`config.mk`:
```
export PLATFORM = sky130hd
export DESIGN_NAME = detection_row_decode_core_flat
export DESIGN_NICKNAME = d
export VERILOG_FILES = /design/src/hw/rtl/drd_pkg.sv /design/src/hw/rtl/drd_if.sv /design/src/hw/rtl/drd_row_track.sv /design/src/hw/rtl/detection_row_decode_core.sv /design/src/flat_wrapper.sv
export SDC_FILE = /design/constraint.sdc
export NUM_CORES = 1
export LEC_CHECK = 0
export BUFFER_PORTS_ARGS = -buffer_cell sky130_fd_sc_hd__buf_2
export CAP_MARGIN = 15
export CELL_PAD_IN_SITES_DETAIL_PLACEMENT = 0
export CELL_PAD_IN_SITES_GLOBAL_PLACEMENT = 1
export CORE_ASPECT_RATIO = 1.2
export CORE_UTILIZATION = 44
export DETAILED_ROUTE_END_ITERATION = 7
export HOLD_SLACK_MARGIN = 0.05
export PLACE_DENSITY_LB_ADDON = 0.1
export SKIP_LAST_GASP = 1
export SYNTH_ARGS = -nofsm -noshare
export SYNTH_HDL_FRONTEND = slang
export SYNTH_SLANG_ARGS = --single-unit
```
`constraint.sdc`:
```
create_clock -name i_clk -period 9.6 [get_ports i_clk]
set_input_delay 1.44 -clock i_clk [delete_from_list [all_inputs] [get_ports i_clk]]
set_output_delay 1.44 -clock i_clk [all_outputs]
set_load 0.05 [all_outputs]
```
`src/hw/rtl/drd_pkg.sv`:
```
`timescale 1ns / 1ps
// Shared types and constants for the detection row decoder.
// No dependencies; every other file imports this package.
package drd_pkg;

    localparam int SAMPLE_W    = 20;
    localparam int PROB_W      = 17;
    localparam int COORD_W     = 17;
    localparam int SIZE_W      = 16;
    localparam int INDEX_W     = 7;
    localparam int COUNT_W     = 8;
    localparam int POS_W       = 8;
    localparam int FRAC_BITS   = 4;
    localparam int APB_ADDR_W  = 3;
    localparam int APB_DATA_W  = 32;

    localparam logic [PROB_W-1:0]  PROB_ONE        = 17'h10000;
    localparam logic [PROB_W-1:0]  THRESHOLD_RESET = 17'd16384;
    localparam logic [COUNT_W-1:0] CLASS_RESET     = 8'd80;

    localparam logic [POS_W-1:0] POS_CENTER_X = 8'd0;
    localparam logic [POS_W-1:0] POS_CENTER_Y = 8'd1;
    localparam logic [POS_W-1:0] POS_SIZE_W   = 8'd2;
    localparam logic [POS_W-1:0] POS_SIZE_H   = 8'd3;
    localparam logic [POS_W-1:0] POS_CONF     = 8'd4;
    localparam logic [POS_W-1:0] POS_FIRST    = 8'd5;

    localparam logic REG_THRESHOLD   = 1'b0;
    localparam logic REG_CLASS_COUNT = 1'b1;

    typedef struct packed {
        logic [PROB_W-1:0]  threshold;
        logic [COUNT_W-1:0] class_count;
    } t_cfg;

    typedef struct packed {
        logic signed [COORD_W-1:0] left;
        logic signed [COORD_W-1:0] top;
        logic [SIZE_W-1:0]         width;
        logic [SIZE_W-1:0]         height;
        logic [INDEX_W-1:0]        index;
        logic [PROB_W-1:0]         best;
        logic [PROB_W-1:0]         conf;
    } t_box;

endpackage

```
`src/hw/rtl/drd_if.sv`:
```
`timescale 1ns / 1ps
// Valid/ready channels of the detection row decoder: input samples and results.
// Depends on drd_pkg for the field widths.
interface drd_in_if import drd_pkg::*; ();
    logic                valid;
    logic                ready;
    logic [SAMPLE_W-1:0] sample_value;

    modport source (output valid, output sample_value, input ready);
    modport sink (input valid, input sample_value, output ready);
endinterface

interface drd_out_if import drd_pkg::*; ();
    logic                      valid;
    logic                      ready;
    logic signed [COORD_W-1:0] box_left;
    logic signed [COORD_W-1:0] box_top;
    logic [SIZE_W-1:0]         box_width;
    logic [SIZE_W-1:0]         box_height;
    logic [INDEX_W-1:0]        class_index;
    logic [PROB_W-1:0]         detection_score;

    modport source (output valid, output box_left, output box_top, output box_width,
                    output box_height, output class_index, output detection_score,
                    input ready);
    modport sink (input valid, input box_left, input box_top, input box_width,
                  input box_height, input class_index, input detection_score,
                  output ready);
endinterface

```
`src/hw/rtl/drd_row_track.sv`:
```
`timescale 1ns / 1ps
// Row position tracking, box capture and running class maximum.
// Depends on drd_pkg; produces the box of a finished row when it passes the threshold.
module drd_row_track import drd_pkg::*; #(
    parameter int MAX_CLASSES = 128
) (
    input  logic                i_clk,
    input  logic                i_rst_n,
    input  logic                i_accept,
    input  logic [SAMPLE_W-1:0] i_sample_value,
    input  t_cfg                i_cfg,
    output logic                o_emit,
    output t_box                o_box
);

    localparam int LAST_W = POS_W + 2;
    localparam logic [COUNT_W:0] MAX_COUNT = (COUNT_W + 1)'(MAX_CLASSES);

    logic [POS_W-1:0]   r_pos, n_pos;
    logic [SIZE_W-1:0]  r_cx, r_cy, r_w, r_h;
    logic [PROB_W-1:0]  r_conf, r_best, n_best;
    logic [INDEX_W-1:0] r_index, n_index;

    logic [PROB_W-1:0]  w_prob;
    logic [COUNT_W:0]   w_count;
    logic [LAST_W-1:0]  w_last;
    logic               w_is_class;
    logic               w_take;
    logic               w_row_end;
    logic [POS_W-1:0]   w_class_pos;

    always_comb begin
        if (i_sample_value > SAMPLE_W'(PROB_ONE)) begin
            w_prob = PROB_ONE;
        end else begin
            w_prob = i_sample_value[PROB_W-1:0];
        end
        w_count = {1'b0, i_cfg.class_count};
        if (w_count == '0) begin
            w_count = (COUNT_W + 1)'(1);
        end else if (w_count > MAX_COUNT) begin
            w_count = MAX_COUNT;
        end
        w_last      = LAST_W'(POS_CONF) + LAST_W'(w_count);
        w_is_class  = (r_pos >= POS_FIRST);
        w_take      = (r_pos == POS_FIRST) || (w_prob > r_best);
        w_row_end   = w_is_class && (LAST_W'(r_pos) >= w_last);
        w_class_pos = r_pos - POS_FIRST;
        n_best      = w_take ? w_prob : r_best;
        n_index     = w_take ? w_class_pos[INDEX_W-1:0] : r_index;
        n_pos       = w_row_end ? '0 : r_pos + POS_W'(1);
    end

    always_ff @(posedge i_clk) begin
        if (!i_rst_n) begin
            r_pos   <= '0;
            r_cx    <= '0;
            r_cy    <= '0;
            r_w     <= '0;
            r_h     <= '0;
            r_conf  <= '0;
            r_best  <= '0;
            r_index <= '0;
        end else if (i_accept) begin
            r_pos <= n_pos;
            unique case (r_pos)
                POS_CENTER_X: r_cx <= i_sample_value[SAMPLE_W-1:FRAC_BITS];
                POS_CENTER_Y: r_cy <= i_sample_value[SAMPLE_W-1:FRAC_BITS];
                POS_SIZE_W:   r_w <= i_sample_value[SAMPLE_W-1:FRAC_BITS];
                POS_SIZE_H:   r_h <= i_sample_value[SAMPLE_W-1:FRAC_BITS];
                POS_CONF:     r_conf <= w_prob;
                default: begin
                    r_best  <= n_best;
                    r_index <= n_index;
                end
            endcase
        end
    end

    assign o_emit       = i_accept && w_row_end && (r_conf > i_cfg.threshold);
    assign o_box.left   = $signed({1'b0, r_cx}) - $signed({2'b00, r_w[SIZE_W-1:1]});
    assign o_box.top    = $signed({1'b0, r_cy}) - $signed({2'b00, r_h[SIZE_W-1:1]});
    assign o_box.width  = r_w;
    assign o_box.height = r_h;
    assign o_box.index  = n_index;
    assign o_box.best   = n_best;
    assign o_box.conf   = r_conf;

endmodule

```
`src/hw/rtl/detection_row_decode_core.sv`:
```
`timescale 1ns / 1ps
// Top level of the detection row decoder: APB registers, row tracker, score stage.
// Depends on drd_pkg, drd_if and drd_row_track.

// The block takes one sample word per clock cycle, while it is not held off by
// output stalls, with no gaps between rows. A result word reaches the output
// after the last word of its row is accepted through the box register behind
// the row tracker and then the score multiplier that feeds the output register.
// Output stalls back up through these two registers before the input is held off.
module detection_row_decode_core import drd_pkg::*; #(
    parameter int MAX_CLASSES = 128
) (
    input  logic                  i_clk,
    input  logic                  i_rst_n,
    input  logic                  psel,
    input  logic                  penable,
    input  logic                  pwrite,
    input  logic [APB_ADDR_W-1:0] paddr,
    input  logic [APB_DATA_W-1:0] pwdata,
    output logic [APB_DATA_W-1:0] prdata,
    output logic                  pready,
    drd_in_if.sink                i_sample,
    drd_out_if.source             o_result
);

    localparam int PROD_W = 2 * PROB_W;

    t_cfg               r_cfg;
    logic               w_cfg_write;
    logic               w_emit;
    t_box               w_box;
    t_box               r_s1;
    logic               r_s1_valid;
    logic               r_out_valid;
    logic               w_out_free;
    logic               w_s1_move;
    logic               w_accept;
    logic [PROD_W-1:0]  w_product;

    assign pready      = 1'b1;
    assign w_cfg_write = psel && penable && pwrite && pready;

    always_ff @(posedge i_clk) begin
        if (!i_rst_n) begin
            r_cfg.threshold   <= THRESHOLD_RESET;
            r_cfg.class_count <= CLASS_RESET;
        end else if (w_cfg_write) begin
            unique case (paddr[2])
                REG_THRESHOLD:   r_cfg.threshold <= pwdata[PROB_W-1:0];
                REG_CLASS_COUNT: r_cfg.class_count <= pwdata[COUNT_W-1:0];
                default: begin
                end
            endcase
        end
    end

    always_comb begin
        unique case (paddr[2])
            REG_THRESHOLD:   prdata = APB_DATA_W'(r_cfg.threshold);
            REG_CLASS_COUNT: prdata = APB_DATA_W'(r_cfg.class_count);
            default:         prdata = '0;
        endcase
    end

    assign w_out_free     = !r_out_valid || o_result.ready;
    assign w_s1_move      = r_s1_valid && w_out_free;
    assign i_sample.ready = !r_s1_valid || w_out_free;
    assign w_accept       = i_sample.valid && i_sample.ready;

    drd_row_track #(
        .MAX_CLASSES(MAX_CLASSES)
    ) u_track (
        .i_clk         (i_clk),
        .i_rst_n       (i_rst_n),
        .i_accept      (w_accept),
        .i_sample_value(i_sample.sample_value),
        .i_cfg         (r_cfg),
        .o_emit        (w_emit),
        .o_box         (w_box)
    );

    always_ff @(posedge i_clk) begin
        if (!i_rst_n) begin
            r_s1_valid <= 1'b0;
        end else if (w_emit) begin
            r_s1_valid <= 1'b1;
        end else if (w_s1_move) begin
            r_s1_valid <= 1'b0;
        end
    end

    always_ff @(posedge i_clk) begin
        if (w_emit) begin
            r_s1 <= w_box;
        end
    end

    assign w_product = r_s1.best * r_s1.conf;

    always_ff @(posedge i_clk) begin
        if (!i_rst_n) begin
            r_out_valid <= 1'b0;
        end else if (w_s1_move) begin
            r_out_valid <= 1'b1;
        end else if (o_result.ready) begin
            r_out_valid <= 1'b0;
        end
    end

    always_ff @(posedge i_clk) begin
        if (w_s1_move) begin
            o_result.box_left        <= r_s1.left;
            o_result.box_top         <= r_s1.top;
            o_result.box_width       <= r_s1.width;
            o_result.box_height      <= r_s1.height;
            o_result.class_index     <= r_s1.index;
            o_result.detection_score <= w_product[PROB_W+15:16];
        end
    end

    assign o_result.valid = r_out_valid;

`ifndef ASSERT_OFF
    a_s1_holds: assert property (@(posedge i_clk) disable iff (!i_rst_n)
        r_s1_valid && !w_out_free |=> r_s1_valid)
        else $error("Box register dropped a word while the output was stalled.");

    a_s1_to_out: assert property (@(posedge i_clk) disable iff (!i_rst_n)
        w_s1_move |=> o_result.valid)
        else $error("Box register moved on but no result word followed.");

    a_score_range: assert property (@(posedge i_clk) disable iff (!i_rst_n)
        o_result.valid |-> o_result.detection_score <= PROB_ONE)
        else $error("Detection score exceeds one.");

    a_ready_held: assert property (@(posedge i_clk) disable iff (!i_rst_n)
        !i_sample.ready |-> r_s1_valid && r_out_valid)
        else $error("Input held off while a register stage was free.");
`endif

endmodule

```
`src/flat_wrapper.sv`:
```
// flat-port wrapper written by rule: the top's interface ports become plain ports
module detection_row_decode_core_flat import drd_pkg::*;
#(
    parameter int MAX_CLASSES = 128
)
  (i_clk, i_rst_n, psel, penable, pwrite, paddr, pwdata, prdata, pready, i_sample_valid, i_sample_sample_value, i_sample_ready, o_result_valid, o_result_box_left, o_result_box_top, o_result_box_width, o_result_box_height, o_result_class_index, o_result_detection_score, o_result_ready);
  drd_in_if i_sample_i ();
  drd_out_if o_result_i ();
  input  logic i_clk;
  input  logic i_rst_n;
  input  logic psel;
  input  logic penable;
  input  logic pwrite;
  input  logic [APB_ADDR_W-1:0] paddr;
  input  logic [APB_DATA_W-1:0] pwdata;
  output logic [APB_DATA_W-1:0] prdata;
  output logic pready;
  input wire logic [$bits(i_sample_i.valid)-1:0] i_sample_valid;
  input wire logic [$bits(i_sample_i.sample_value)-1:0] i_sample_sample_value;
  output wire logic [$bits(i_sample_i.ready)-1:0] i_sample_ready;
  output wire logic [$bits(o_result_i.valid)-1:0] o_result_valid;
  output wire logic [$bits(o_result_i.box_left)-1:0] o_result_box_left;
  output wire logic [$bits(o_result_i.box_top)-1:0] o_result_box_top;
  output wire logic [$bits(o_result_i.box_width)-1:0] o_result_box_width;
  output wire logic [$bits(o_result_i.box_height)-1:0] o_result_box_height;
  output wire logic [$bits(o_result_i.class_index)-1:0] o_result_class_index;
  output wire logic [$bits(o_result_i.detection_score)-1:0] o_result_detection_score;
  input wire logic [$bits(o_result_i.ready)-1:0] o_result_ready;
  assign i_sample_i.valid = i_sample_valid;
  assign i_sample_i.sample_value = i_sample_sample_value;
  assign i_sample_ready = i_sample_i.ready;
  assign o_result_valid = o_result_i.valid;
  assign o_result_box_left = o_result_i.box_left;
  assign o_result_box_top = o_result_i.box_top;
  assign o_result_box_width = o_result_i.box_width;
  assign o_result_box_height = o_result_i.box_height;
  assign o_result_class_index = o_result_i.class_index;
  assign o_result_detection_score = o_result_i.detection_score;
  assign o_result_i.ready = o_result_ready;
  detection_row_decode_core #(.MAX_CLASSES(MAX_CLASSES)) u_core (.i_clk(i_clk), .i_rst_n(i_rst_n), .psel(psel), .penable(penable), .pwrite(pwrite), .paddr(paddr), .pwdata(pwdata), .prdata(prdata), .pready(pready), .i_sample(i_sample_i), .o_result(o_result_i));
endmodule
```
==> results.cfg <==
[outcome]
outcome = completed

[pwr]
power.density_mw_per_mm2 = 133
finalPower_mw = 3.48
ir_worst_vdd_v = 0.000128
p_leak_nw = 11.9

[detailed_routing]
dr.pass1.iters = 7
vias = 15782
antenna_left = 0
viasPerCell = 4.98
wl_per_cell_um = 17.8
wl_mm = 56.3
drt_iter0_markers = 792
drc_errors = 0

[placement]
port_buffers = 153
place.gp.congestion = 0.822
hpwl_mm = 41.4

[cells_and_area]
finalCoreUtilization_pct = 49.8
area_growth_pct = 11.6
nNetsFinal = 2895
drive_gt1_share_pct = 10.3

[synth]
synth_compound_area_share_pct = 6.41
synth.largest_area_cell = edfxtp_1
synthFlopType = edfxtp_1
synthCells = 2307
synth_top_cells_by_count = inv_1 (380), nand2_1 (287), fa_1 (223)
netlist.area_leader.share_pct = 25.2
yosysSeqAreaShare_pct = 37.1
synth_xor_area_share_pct = 2.28
muxShareOfSynthArea_pct = 3.75
synth-edff-count = 197
yosys_warnings = 0
yosys_register_bits = 337
ys_types = 62
postSynthAreaPerCell_sq_um = 10.2
synth_top_family_by_area = adder cells
synth_fa_ha_area_share_pct = 28.6
synth.area.top_cells = edfxtp_1 (25%), fa_1 (19%), dfxtp_1 (12%), ha_1 (9.6%), inv_1 (6.1%)
synth_simple_gate_area_share_pct = 13.7
synth.most_common_cell = inv_1
async_flop_share_pct = 0
synth_area_sq_mm = 0.0235

[die]
start_util_pct = 44.6
die-area_sq_mm = 0.0543
dieHeight_um = 255
die_x_um = 213
io_pins = 187
core_area_sq_mm = 0.0526
fp-row-count = 92

[clocking]
htreeDepth = 2
cts.sinks = 337
numCtsBuffers = 38
cts_hold_buf = 0
cts_max_path_buffers = 3
post_cts_resized = 0
cts_setup_buffers = 0
clock-root-buffer = clkbuf_16
clkLatencyLatePin_ns = 0.55
clk_pin_slew_ns = 0.06
cts_tree = yes

[sta]
tightest_slew_ns = 1.16
final_max_slew_viol_count = 0
finalClockSkew_ns = 0.0165
finalCritPeriodShare_pct = 68.5
grt_setup_unrepaired = false
fin_tns_setup_ns = 0
setup_viol = 0
finalHoldViolations = 0
period_needed_ns = 6.58
slew-limit-headroom_pct = 22.7
fmax_mhz = 152

[setup_path]
critical_path_class = reg -> reg
critPathLaunchType = register
crit_family = adder cells
endpoint_kind = register
crit_slowest_cell = edfxtp_1
cp.required_ns = 9.89
crit_path_max_fanout = 17
worstPathArrival_ns = 6.87
reg2reg_slack_ns = 3.02
crit_path_max_incr_delay_ns = 0.94
worstPathCellList = nand2_1 > fa_1 > fa_1 > fa_1 > fa_1 > inv_1 > fa_1 > inv_1 > fa_1 > inv_1 > ha_1 > nand3_1 > o311ai_1 > a32oi_1 > a311oi_1 > xor2_1
critPathBufInv = 3
crit_top_cell = fa_1

[grt]
grt_antenna_before_repair = 3
grt_pass1_wl_mm = 89.3
grt_max_degree = 85
gr-usage-all-layers_pct = 21.4
grt_pass1_vias = 16389
grt.overflow.total = 0

[flow_run]
maxCapViolCount = 0

[min_path]
holdCritPathClass = reg -> reg
layout make-up:
type,count,area [sq um]
fillers,4952,26400
multi-input cells,1504,12900
flip-flops and latches,337,8720
inverters,383,1440
clock buffers,45,998
well taps,705,882
repair buffers,166,867
clock inverters,25,370
diodes,1,2.50
registers in the layout, summed over array words and instances (netlist names), 8 cells and up:
name / cells
u_core.o_result.box_height: 16
u_core.o_result.box_left: 17
u_core.o_result.box_top: 17
u_core.o_result.box_width: 16
u_core.o_result.detection_score: 17
u_core.r_cfg: 25
u_core.r_s1: 107
u_core.u_track.r_best: 17
u_core.u_track.r_conf: 17
u_core.u_track.r_cx: 16
u_core.u_track.r_cy: 16
u_core.u_track.r_h: 16
u_core.u_track.r_pos: 8
u_core.u_track.r_w: 16
layer usage:
layer  track usage (%)  wire [um]  part of all wire, %
met1              26.8      24500                   43
met2              38.0      28400                   51
met5                 0         41                0.073
met4              5.86       1280                  2.3
met3              3.36       2080                  3.7
metrics by stage:
stage / cells / setup slack, ns / cell area (sq um) / hold slack (ns)
2_1_floorplan: 2321 / 2.29 / 23500 / 0.400
3_3_place_gp: 3094 / 2.94 / 24800 / 0.402
3_5_place_dp: 3094 / 2.92 / 24800 / 0.405
4_1_cts: 3164 / 2.91 / 26200 / 0.415
5_1_grt: 3165 / 2.69 / 26200 / 0.417
6_report: 3166 / 3.02 / 26200 / 0.415
cell usage in the layout (no fill, tap or decap), types with 27 or more instances in the layout:
cell type	Yosys	routed
buf_2	6	153
nand2_1	287	287
o21ai_0	44	44
fa_1	223	223
clkbuf_16	0	39
mux2i_1	80	80
nor2_1	172	172
a21o_1	36	36
inv_1	380	379
xnor2_1	34	34
a21oi_1	85	85
and2_1	137	137
dfxtp_1	140	140
edfxtp_1	197	197
xor2_1	27	27
ha_1	180	180
logic make-up (layout without fill, tap and decap cells):
logic type / after synthesis / count (layout)
AND/OR/NAND/NOR: 699 / 699
buffers and inverters: 480 / 619
adder cells (fa/ha/maj): 403 / 403
flip-flops: 337 / 337
AO/OA/AOI/OAI: 238 / 238
multiplexers: 87 / 87
XOR/XNOR: 61 / 61
other: 2 / 17
report_power, final:
group	internal, mW	total (mW)	switching, mW	leakage (nW)
Combinational	0.120	0.310	0.190	8.10
Sequential	1.55	1.56	0.0136	3.11
Clock	0.974	1.60	0.630	0.669
path summary, 6_finish.rpt:
path                    from                                   to  cells after the start
max          u_core.r_s1[27]  u_core.o_result.detection_score[13]                     16
min          u_core.r_s1[96]          u_core.o_result.box_left[6]                      0
max reg2reg  u_core.r_s1[27]  u_core.o_result.detection_score[13]                     16
min reg2reg  u_core.r_s1[96]          u_core.o_result.box_left[6]                      0
(Power assumes the default switching activity.)
